File: config.mk
export PLATFORM = sky130hd
export DESIGN_NAME = readahead_pattern_predictor_core
export DESIGN_NICKNAME = d
export VERILOG_FILES = /design/src/rtl/rapp_pkg.sv /design/src/rtl/rapp_cell.sv /design/src/rtl/readahead_pattern_predictor_core.sv
export SDC_FILE = /design/constraint.sdc
export NUM_CORES = 2
export LEC_CHECK = 0
export ABC_CLOCK_PERIOD_IN_PS = 24200
export BUFFER_PORTS_ARGS = -buffer_cell sky130_fd_sc_hd__buf_2
export CORE_ASPECT_RATIO = 1.5
export CORE_UTILIZATION = 51
export DETAILED_ROUTE_END_ITERATION = 8
export PLACE_DENSITY = 0.67
export SLEW_MARGIN = 20
export SYNTH_ARGS = -nofsm -noshare
export SYNTH_HDL_FRONTEND = slang
export SYNTH_HIERARCHICAL = 1
export SYNTH_SLANG_ARGS = --single-unit
File: constraint.sdc
create_clock -name clk -period 24.2 [get_ports clk]
set_clock_uncertainty 0.2 [all_clocks]
set_input_delay 4.84 -clock clk [delete_from_list [all_inputs] [get_ports clk]]
set_output_delay 4.84 -clock clk [all_outputs]
set_load 0.005 [all_outputs]
File: src/rtl/rapp_pkg.sv
`default_nettype none

package rapp_pkg;

  localparam int HISTORY_DEPTH = 16;
  localparam int PAGE_BYTES    = 4096;
  localparam int PAGE_LOG2     = $clog2(PAGE_BYTES);
  localparam int CELL_COUNT    = HISTORY_DEPTH - 1;
  localparam int UPS_W         = $clog2(HISTORY_DEPTH);
  localparam int UPS_LIMIT     = HISTORY_DEPTH * 3 / 4;

  localparam int OFF_W   = 48;
  localparam int LEN_W   = 32;
  localparam int CNT_W   = 32;
  localparam int RAO_W   = 49;
  localparam int RAS_W   = 24;
  localparam int DIMS_W  = 16;
  localparam int WIN_W   = 25;
  localparam int MAXV_W  = 25;
  localparam int CFG_W   = 25;
  localparam int BASE_W  = 23;

  localparam int RA_MAX_BYTES = 4 * 1024 * 1024;
  localparam int RA_MIN_BYTES = 64 * 1024;
  localparam int SEQ_LIMIT    = 4;
  localparam int RAND_LIMIT   = 8;
  // rate > 80 as floor(100h/t) >= 81, rate < 40 as 100h < 40t
  localparam int RATE_HI      = 81;
  localparam int RATE_LO      = 40;
  localparam int PCT_SCALE    = 100;

  localparam logic [DIMS_W-1:0] DIMS_RESET = DIMS_W'(128);
  localparam logic [WIN_W-1:0]  WIN_RESET  = WIN_W'(1048576);
  localparam logic [MAXV_W-1:0] MAXV_RESET = MAXV_W'(2097152);

  typedef enum logic [1:0] {
    REG_VECTOR_DIMS     = 2'd0,
    REG_WINDOW_BYTES    = 2'd1,
    REG_ADAPTIVE_ENABLE = 2'd2,
    REG_MAX_VECTORS     = 2'd3
  } cfg_reg_t;

  typedef enum logic [1:0] {
    PAT_SEQUENTIAL = 2'd0,
    PAT_RANDOM     = 2'd1,
    PAT_CLUSTERED  = 2'd2
  } pattern_t;

  typedef enum logic {
    ACT_PREDICT = 1'b0,
    ACT_OBSERVE = 1'b1
  } action_t;

  typedef enum logic [2:0] {
    S_IDLE,
    S_SCAN,
    S_CLASS,
    S_BASE,
    S_ADAPT,
    S_CAP,
    S_DONE
  } state_t;

  typedef struct packed {
    logic [0:0]       action;
    logic [OFF_W-1:0] offset;
    logic [LEN_W-1:0] length;
  } req_t;

  typedef struct packed {
    logic [RAO_W-1:0] ra_offset;
    logic [RAS_W-1:0] ra_size;
    logic [1:0]       pattern_class;
    logic [0:0]       window_hit;
  } rsp_t;

endpackage

`default_nettype wire

File: src/rtl/rapp_cell.sv
`default_nettype none

// One slot of the offset history line. Holds an older offset and flags
// whether its newer neighbor is strictly larger.
module rapp_cell
  import rapp_pkg::*;
(
  input  wire logic             clk,
  input  wire logic             rst,
  input  wire logic             shift,
  input  wire logic [OFF_W-1:0] newer,
  output logic      [OFF_W-1:0] offset,
  output logic                  up
);

  always_ff @(posedge clk) begin
    if (rst) begin
      offset <= '0;
      up     <= 1'b0;
    end else begin
      if (shift) begin
        offset <= newer;
      end
      up <= (newer > offset);
    end
  end

endmodule

`default_nettype wire

File: src/rtl/readahead_pattern_predictor_core.sv
// The sequencer holds one item through history scan, classify, base size,
// adaptation, cap and done steps and accepts no new transaction until it
// returns to idle; the response is registered in the done step.
// A stalled response holds the sequencer in its last step until taken.
// Reset (rst, synchronous) clears history, counters and class and loads
// the configuration reset values.
`default_nettype none

module readahead_pattern_predictor_core
  import rapp_pkg::*;
(
  input  wire logic             clk,
  input  wire logic             rst,
  input  wire logic             cfg_we,
  input  wire logic [1:0]       cfg_index,
  input  wire logic [CFG_W-1:0] cfg_data,
  input  wire logic             req_valid,
  output logic                  req_stall,
  input  wire req_t             req,
  output logic                  rsp_valid,
  input  wire logic             rsp_stall,
  output rsp_t                  rsp
);

  logic [DIMS_W-1:0] vector_dims;
  logic [WIN_W-1:0]  window_bytes;
  logic              adaptive_enable;
  logic [MAXV_W-1:0] max_vectors;

  state_t state, state_next;

  logic [OFF_W-1:0] prev_offset;
  logic [LEN_W-1:0] prev_length;
  logic [CNT_W-1:0] seq_count, rand_count, hit_count, miss_count;
  pattern_t         current_class;

  logic             item_observe;
  logic             item_hit;
  logic [RAO_W-1:0] item_ra_offset;
  logic [CNT_W+7:0] hit_scaled, total_hi, total_lo;
  logic [BASE_W-1:0] base_sz;
  logic             adapt_up, adapt_down;
  logic [RAS_W-1:0] adapt_sz;
  logic [RAS_W-1:0] final_sz;

  logic [OFF_W-1:0] cell_off [CELL_COUNT];
  logic             cell_up  [CELL_COUNT];

  logic req_fire;
  assign req_stall = rst || (state != S_IDLE);
  assign req_fire  = req_valid && !req_stall;

  // configuration
  always_ff @(posedge clk) begin
    if (rst) begin
      vector_dims     <= DIMS_RESET;
      window_bytes    <= WIN_RESET;
      adaptive_enable <= 1'b0;
      max_vectors     <= MAXV_RESET;
    end else if (cfg_we) begin
      case (cfg_reg_t'(cfg_index))
        REG_VECTOR_DIMS:     vector_dims     <= cfg_data[DIMS_W-1:0];
        REG_WINDOW_BYTES:    window_bytes    <= cfg_data[WIN_W-1:0];
        REG_ADAPTIVE_ENABLE: adaptive_enable <= cfg_data[0];
        REG_MAX_VECTORS:     max_vectors     <= cfg_data[MAXV_W-1:0];
        default: ;
      endcase
    end
  end

  // history line: prev_offset is the newest entry, cells hold the older ones
  for (genvar k = 0; k < CELL_COUNT; k++) begin : g_cell
    rapp_cell u_cell (
      .clk    (clk),
      .rst    (rst),
      .shift  (req_fire),
      .newer  ((k == 0) ? prev_offset : cell_off[(k == 0) ? 0 : k-1]),
      .offset (cell_off[k]),
      .up     (cell_up[k])
    );
  end

  logic [UPS_W-1:0] ups;
  always_comb begin
    ups = '0;
    for (int i = 0; i < CELL_COUNT; i++) begin
      ups = ups + UPS_W'(cell_up[i]);
    end
  end

  // window hit and sequential tests against the previous access
  logic [OFF_W:0]   expect_off;
  logic [OFF_W+1:0] window_end;
  logic             hit_now, seq_now;
  always_comb begin
    expect_off = {1'b0, prev_offset} + (OFF_W+1)'(prev_length);
    window_end = {1'b0, expect_off} + (OFF_W+2)'(window_bytes);
    hit_now    = ({1'b0, req.offset} >= expect_off) &&
                 ({2'b0, req.offset} < window_end);
    seq_now    = ({1'b0, req.offset} == expect_off);
  end

  // sizing arithmetic
  logic [CNT_W:0]    total;
  logic [WIN_W+1:0]  base_raw;
  logic [WIN_W+1:0]  base_rnd;
  logic [BASE_W-1:0] base_clamped;
  logic [WIN_W+1:0]  up_sz, win2, down_sz, adapt_res;
  logic [MAXV_W+1:0] cap_sz, cap_cls, cap_max;

  always_comb begin
    total = {1'b0, hit_count} + {1'b0, miss_count};

    case (current_class)
      PAT_SEQUENTIAL: base_raw = (WIN_W+2)'({vector_dims, 8'b0});
      PAT_RANDOM:     base_raw = (WIN_W+2)'({vector_dims, 5'b0});
      default:        base_raw = (WIN_W+2)'({vector_dims, 7'b0});
    endcase
    base_rnd = base_raw + (WIN_W+2)'(PAGE_BYTES - 1);
    base_rnd = {base_rnd[WIN_W+1:PAGE_LOG2], PAGE_LOG2'(0)};
    if (base_rnd < (WIN_W+2)'(RA_MIN_BYTES)) begin
      base_clamped = BASE_W'(RA_MIN_BYTES);
    end else if (base_rnd > (WIN_W+2)'(RA_MAX_BYTES)) begin
      base_clamped = BASE_W'(RA_MAX_BYTES);
    end else begin
      base_clamped = base_rnd[BASE_W-1:0];
    end

    win2    = (WIN_W+2)'({window_bytes, 1'b0});
    up_sz   = (WIN_W+2)'({base_sz, 1'b0});
    down_sz = (WIN_W+2)'(base_sz[BASE_W-1:1]);
    if (adapt_up) begin
      adapt_res = (up_sz > win2) ? win2 : up_sz;
    end else if (adapt_down) begin
      adapt_res = (down_sz < (WIN_W+2)'(RA_MIN_BYTES)) ?
                  (WIN_W+2)'(RA_MIN_BYTES) : down_sz;
    end else begin
      adapt_res = (WIN_W+2)'(base_sz);
    end

    cap_sz = (MAXV_W+2)'(adapt_sz);
    case (current_class)
      PAT_RANDOM:    cap_cls = (MAXV_W+2)'(window_bytes[WIN_W-1:2]);
      PAT_CLUSTERED: cap_cls = (MAXV_W+2)'(window_bytes[WIN_W-1:1]);
      default:       cap_cls = cap_sz;
    endcase
    if (cap_sz > cap_cls) begin
      cap_sz = cap_cls;
    end
    cap_max = {max_vectors, 2'b00};
    if (cap_sz > cap_max) begin
      cap_sz = cap_max;
    end
  end

  // sequencer
  always_ff @(posedge clk) begin
    if (rst) begin
      state <= S_IDLE;
    end else begin
      state <= state_next;
    end
  end

  always_comb begin
    state_next = state;
    case (state)
      S_IDLE:  if (req_fire) state_next = S_SCAN;
      S_SCAN:  state_next = S_CLASS;
      S_CLASS: state_next = S_BASE;
      S_BASE:  state_next = S_ADAPT;
      S_ADAPT: state_next = S_CAP;
      S_CAP:   state_next = S_DONE;
      S_DONE:  if (!rsp_valid || !rsp_stall) state_next = S_IDLE;
      default: state_next = S_IDLE;
    endcase
  end

  // stream state
  always_ff @(posedge clk) begin
    if (rst) begin
      prev_offset   <= '0;
      prev_length   <= '0;
      seq_count     <= '0;
      rand_count    <= '0;
      hit_count     <= '0;
      miss_count    <= '0;
      current_class <= PAT_SEQUENTIAL;
    end else begin
      if (req_fire) begin
        prev_offset <= req.offset;
        prev_length <= req.length;
        if (seq_now) begin
          seq_count <= seq_count + CNT_W'(seq_count != '1);
        end else begin
          rand_count <= rand_count + CNT_W'(rand_count != '1);
        end
        if (req.action == ACT_OBSERVE) begin
          if (hit_now) begin
            hit_count <= hit_count + CNT_W'(hit_count != '1);
          end else begin
            miss_count <= miss_count + CNT_W'(miss_count != '1);
          end
        end
      end
      if (state == S_CLASS) begin
        if (seq_count >= CNT_W'(SEQ_LIMIT) || ups >= UPS_W'(UPS_LIMIT)) begin
          current_class <= PAT_SEQUENTIAL;
        end else if (rand_count >= CNT_W'(RAND_LIMIT)) begin
          current_class <= PAT_RANDOM;
        end else begin
          current_class <= PAT_CLUSTERED;
        end
      end
    end
  end

  // per-item datapath
  always_ff @(posedge clk) begin
    if (req_fire) begin
      item_observe   <= (req.action == ACT_OBSERVE);
      item_hit       <= (req.action == ACT_OBSERVE) && hit_now;
      item_ra_offset <= RAO_W'(req.offset) + RAO_W'(req.length);
    end
    if (state == S_CLASS) begin
      hit_scaled <= (CNT_W+8)'(hit_count) * (CNT_W+8)'(PCT_SCALE);
      total_hi   <= (CNT_W+8)'(total) * (CNT_W+8)'(RATE_HI);
      total_lo   <= (CNT_W+8)'(total) * (CNT_W+8)'(RATE_LO);
    end
    if (state == S_BASE) begin
      base_sz    <= base_clamped;
      adapt_up   <= adaptive_enable && (total != '0) && (hit_scaled >= total_hi);
      adapt_down <= adaptive_enable && (total != '0) && (hit_scaled < total_lo);
    end
    if (state == S_ADAPT) begin
      adapt_sz <= adapt_res[RAS_W-1:0];
    end
    if (state == S_CAP) begin
      final_sz <= cap_sz[RAS_W-1:0];
    end
  end

  // response register
  always_ff @(posedge clk) begin
    if (rst) begin
      rsp_valid <= 1'b0;
    end else if (state == S_DONE && (!rsp_valid || !rsp_stall)) begin
      rsp_valid <= 1'b1;
    end else if (!rsp_stall) begin
      rsp_valid <= 1'b0;
    end
  end

  always_ff @(posedge clk) begin
    if (state == S_DONE && (!rsp_valid || !rsp_stall)) begin
      rsp.ra_offset     <= item_observe ? '0 : item_ra_offset;
      rsp.ra_size       <= item_observe ? '0 : final_sz;
      rsp.pattern_class <= current_class;
      rsp.window_hit    <= item_hit;
    end
  end

`ifndef SYNTHESIS
  a_size_capped: assert property (@(posedge clk) disable iff (rst)
    rsp_valid |-> ((MAXV_W+2)'(rsp.ra_size) <= {max_vectors, 2'b00}))
    else $error("readahead size exceeds configured cap");

  a_hit_no_size: assert property (@(posedge clk) disable iff (rst)
    (rsp_valid && rsp.window_hit) |-> (rsp.ra_size == '0 && rsp.ra_offset == '0))
    else $error("observe response carries readahead data");

  a_hits_monotonic: assert property (@(posedge clk) disable iff (rst)
    !$past(rst) |-> (hit_count >= $past(hit_count) && miss_count >= $past(miss_count)))
    else $error("hit or miss counter went backwards");

  a_no_accept_busy: assert property (@(posedge clk) disable iff (rst)
    (state == S_DONE && rsp_valid && rsp_stall) |=> (rsp_valid && state == S_DONE))
    else $error("pending response dropped while stalled");
`endif

endmodule

`default_nettype wire
After elaboration in Yosys (flattened, before gate mapping)
Index checks and enable logic that the tools add are counted.

$add $sub $neg: 23. $mul: 3. Order comparisons: 28. Eq/ne operators: 19. Multiplexer cells: 16. Bitwise gates (word level): 2. Reduce and logical (&&, ||, !) cells: 28.

Operators with widths (number): greater-than comparator 48 bit (15); adder 32 x 1 -> 32 bit (4); inequality test 32 bit (second input constant) (4); adder 48 x 32 -> 49 bit (2); 2-to-1 mux 24 bit (4); case mux 24 bit (2 select lines) (2); adder 49 x 25 -> 50 bit (1); less-than comparator 48 x 50 -> 1 bit (1); equality test 48 x 49 -> 1 bit (1); greater-or-equal comparator 48 x 49 -> 1 bit (1); 2-to-1 mux 23 bit (2); adder 4 x 1 -> 4 bit (11); greater-or-equal comparator 39 x 40 -> 1 bit (1); multiplier 33 x 7 -> 40 bit (second input constant) (1); less-than comparator 39 bit (1); multiplier 32 x 5 -> 37 bit (second input constant) (1); multiplier 33 x 3 -> 36 bit (second input constant) (1); adder 32 x 32 -> 33 bit (1); nonzero test 33 bit (1); greater-or-equal comparator 32 x 3 -> 1 bit (second input constant) (1); greater-or-equal comparator 32 x 4 -> 1 bit (second input constant) (1); adder 27 x 12 -> 27 bit (second input constant) (1); greater-than comparator 24 x 27 -> 1 bit (1); greater-than comparator 27 x 23 -> 1 bit (second input constant) (1); 29 further kinds (59).

Bits in registers: 1329. Input port bits: 113. Word-level logic and storage cells: 179.

Longest topological paths before layout
Word-level depth: 17. Depth in mapped cells: 42. Gate-level depth less buffers: 39.

Hierarchy
Netlist, hierarchy kept.

By module, submodules not included: rapp_cell (times used 15, cells an instance 326, area an instance 2964.1 sq um); readahead_pattern_predictor_core (times used 1, cells an instance 4979, area an instance 44393.8 sq um).

Least setup slack after synthesis
OpenSTA, ideal clock, no wires.

Path kind: in2out. Start point: in rst. End point: out req_stall. Arrival: 5.296 ns. Required time: 19.160 ns. Path slack: 13.864 ns. Stages: 3. Path buffers: 1. Cells stage by stage: clkbuf_1 nor4_1 inv_1.

Word-level cells in the longest chain between the ends: 1.

RTL lines: from (decl) (RTL line readahead_pattern_predictor_core.sv:13) `input wire logic rst,`; logical OR 1 bit (RTL line readahead_pattern_predictor_core.sv:50) `assign req_stall = rst || (state != S_IDLE);`; to (decl) (RTL line readahead_pattern_predictor_core.sv:18) `output logic req_stall,`.

Every way passes these cells.

Final worst setup path
Ends and elaborated chain as after synthesis.

==> results.sh <==
export IMPL_cap_violations=0
export IMPL_r2r_start="prev_offset[0]"
export IMPL_cts_tree="yes"
export IMPL_drive_gt1_share_pct=6.832
export IMPL_drtAntennaViolNets=0
export IMPL_multi_input_area_um2=53280
export IMPL_crit_path_end_kind="output pin"
export IMPL_fillerInstances=15560
export IMPL_cts_root_buf="clkbuf_16"
export IMPL_slowest_stage="nor4_1"
export IMPL_fin_crit_sh_pct=45.41
export IMPL_cellLeakagePower_nw=40.84
export IMPL_ios=191
export IMPL_crit_family="simple AND/OR/NAND/NOR gates"
export IMPL_clkSlewWorstSetupHoldPaths_ns=0.07
export IMPL_fin_nets=11450
export IMPL_hold_path_class="register to register"
export IMPL_fin_tns_setup_ns=0
export IMPL_first_pass_iters=6
export IMPL_critPathMaxStageDelay_ns=0.55
export IMPL_antenna_found_initial=12
export IMPL_gp_congestion=0.9089
export IMPL_die_y_um=513.2
export IMPL_die_x_um=342.8
export IMPL_drv_slew=0
export IMPL_worstSetupStartpointType="input pin"
export IMPL_wire_per_inst_um=17.90
export IMPL_synth_edff_count=298
export IMPL_ys_warnings_count=6
export IMPL_drcViolationCount=0
export IMPL_via_per_inst=5.644
export IMPL_whs_endpoint="rsp[0]"
export IMPL_ir_drop_uv=88.21
export IMPL_grt_max_degree=224
export IMPL_grt_pass1_wl_um=353400
export IMPL_setup_viol=0
export IMPL_die_area_um2=175900
export IMPL_grt_total_usage_pct=24.58
export IMPL_dominantRegCellSynth="dfxtp_1"
export IMPL_regArea_um2=29290
export IMPL_syn_area_um2=88860
export IMPL_cts_made_buffers=140
export IMPL_path_class="input pin to output pin"
export IMPL_path_buf_inv=3
export IMPL_dr_first_iter_drc_count=3325
export IMPL_synth_cells=9869
export IMPL_min_period_ns=10.99
export IMPL_cts_sink_count=1314
export IMPL_drt_total_wl_um=220500
export IMPL_worstMarginPinSlew_ns=1.238
export IMPL_cp_max_fo=75
export IMPL_crit_chain="buf_8 > nor4_1 > inv_1 > buf_2"
export IMPL_ctsResizeCount=0
export IMPL_fin_cells=12320
export IMPL_syn_to_final_growth_pct=8.495
export IMPL_dp_cells=12050
export IMPL_cts_buffer_depth=3
export IMPL_p_per_area_nw_per_um2=53.14
export IMPL_r2r_end="hit_count[25]"
export IMPL_relSlewSlack_pct=16.99
export IMPL_worst_r2r_path_depth=30
export IMPL_avgSynthCellArea_um2=9.003
export IMPL_clkLatencyLatePin_ns=0.79
export IMPL_dp_hpwl_um=167600
export IMPL_rows=187
export IMPL_max_clock_freq_ghz=0.09100
export IMPL_finalHoldViolations=0
export IMPL_rrSetupSlack_ns=14.71
export IMPL_post_cts_setup_buffers=0
export IMPL_synth_nets=11390
export IMPL_io_buffers=190
export IMPL_required_ns=19.16
export IMPL_htree_levels=4
export IMPL_num_vias=69530
export IMPL_status="completed"
export IMPL_rsz0062_at_grt="no"
export IMPL_hold_depth=0
export IMPL_gr_total_overflow=0
export IMPL_core_area_um2=173100
export IMPL_initial_utilization_pct=51.32
export IMPL_synthArstFlopShare_pct=0
export IMPL_postCtsHoldBufs=0
export IMPL_grt_pass1_vias=70060
export IMPL_worstHoldStart="item_hit"
export IMPL_synth_seq_area_share_pct=32.96
export IMPL_cp_arrival_ns=5.95
export IMPL_yosys_register_bits=1314
export IMPL_yosys_cell_types_count=97
report_power, final:
group | leakage, nW | internal (mW) | switching, mW
registers | 10.9 | 2.28 | 0.0378
clock network | 2.30 | 1.26 | 0.945
logic | 27.6 | 0.231 | 0.362
total | 40.8 | 3.78 | 1.34
cell usage in the layout, fill, tap and decap left out, types with 49 or more instances in the layout:
cell type	n
a21o_1	159
a21oi_1	638
a221o_1	49
and3_1	80
buf_2	189
clkbuf_16	147
dfxtp_1	1016
edfxtp_1	298
fa_1	95
ha_1	1315
inv_1	1319
mux2i_1	743
nand2_1	667
nand3_1	178
nand3b_1	77
nand4_1	208
nor2_1	1036
nor2b_1	152
nor3_1	84
nor4_1	52
o21ai_0	273
o31ai_1	61
or3_1	51
xnor2_1	183
xor2_1	108
synthesized netlist by cell type (55+ instances only):
| library cell | count | area [um^2] |
|---|---|---|
| a21o_1 | 159 | 1194 |
| a21oi_1 | 639 | 3198 |
| and3_1 | 80 | 500.5 |
| buf_2 | 55 | 275.3 |
| clkbuf_1 | 208 | 780.8 |
| dfxtp_1 | 1016 | 20340 |
| edfxtp_1 | 298 | 8949 |
| fa_1 | 95 | 1902 |
| ha_1 | 1315 | 16450 |
| inv_1 | 1321 | 4959 |
| mux2i_1 | 743 | 7437 |
| nand2_1 | 668 | 2507 |
| nand3_1 | 178 | 890.9 |
| nand3b_1 | 77 | 578.1 |
| nand4_1 | 208 | 1301 |
| nor2_1 | 1037 | 3892 |
| nor2b_1 | 152 | 950.9 |
| nor3_1 | 84 | 420.4 |
| o21ai_0 | 273 | 1366 |
| o31ai_1 | 61 | 457.9 |
| xnor2_1 | 183 | 1603 |
| xor2_1 | 108 | 945.9 |
cell type report:
| class | instances | share of cell area (%) |
|---|---|---|
| repair buffers | 229 | 1.365 |
| multi-input cells | 6921 | 55.27 |
| well taps | 2268 | 2.944 |
| clock inverters | 68 | 0.7333 |
| flip-flops and latches | 1314 | 30.38 |
| diodes | 9 | 0.02336 |
| clock buffers | 187 | 4.127 |
| inverters | 1322 | 5.158 |
per-layer routing:
layer | GRT usage (%) | vias up | part of all wire [%]
met5 | 0 | - | 0.026
met4 | 13.90 | 8 | 5.8
met3 | 2.828 | 548 | 3.2
met2 | 45.57 | 1200 | 52
met1 | 26.72 | 33300 | 39
li1 | - | 34470 | -
registers in the layout, indices dropped and copies added (netlist names), 34 cells and up:
signal	cells
prev_offset	48
g_cell.u_cell/offset	720
total_hi	40
rsp	76
hit_scaled	37
item_ra_offset	49
total_lo	34
stage by stage:
stage               setup WS [ns]  hold slack, ns  instance area (um^2)  utilization (%)  total power, mW
finish                      13.21          0.2233                 96400            55.68            5.123
global route                13.17          0.2542                 96390            55.67            5.313
CTS                         13.25          0.2267                 96370            55.66            5.171
detailed placement          13.25          0.2204                 91680            52.95            2.957
global placement            13.23          0.2080                 91680            52.95            2.941
floorplan                   13.86          0.2003                 88860                -            2.788
cells by family after synthesis:
logic type | count (synthesis) | synth area share (%)
xor gates and xnor gates | 291 | 2.868
and+or+nand+nor | 2830 | 15.63
adders and majority gates | 1410 | 20.66
buffers and inverters | 1634 | 7.121
DFF | 1314 | 32.96
muxes | 784 | 8.890
AOI/OAI and AO/OA | 1606 | 11.87
worst max path at each step:
stage | startpoint | to | slack (ns) | cells after the start
global placement | rst | req_stall | 13.23 | 4
detailed placement | rst | req_stall | 13.25 | 4
CTS | rst | req_stall | 13.25 | 4
global route | rst | req_stall | 13.17 | 4
finish | rst | req_stall | 13.21 | 4
floorplan | rst | req_stall | 13.86 | 3
(Power assumes the default switching activity.)
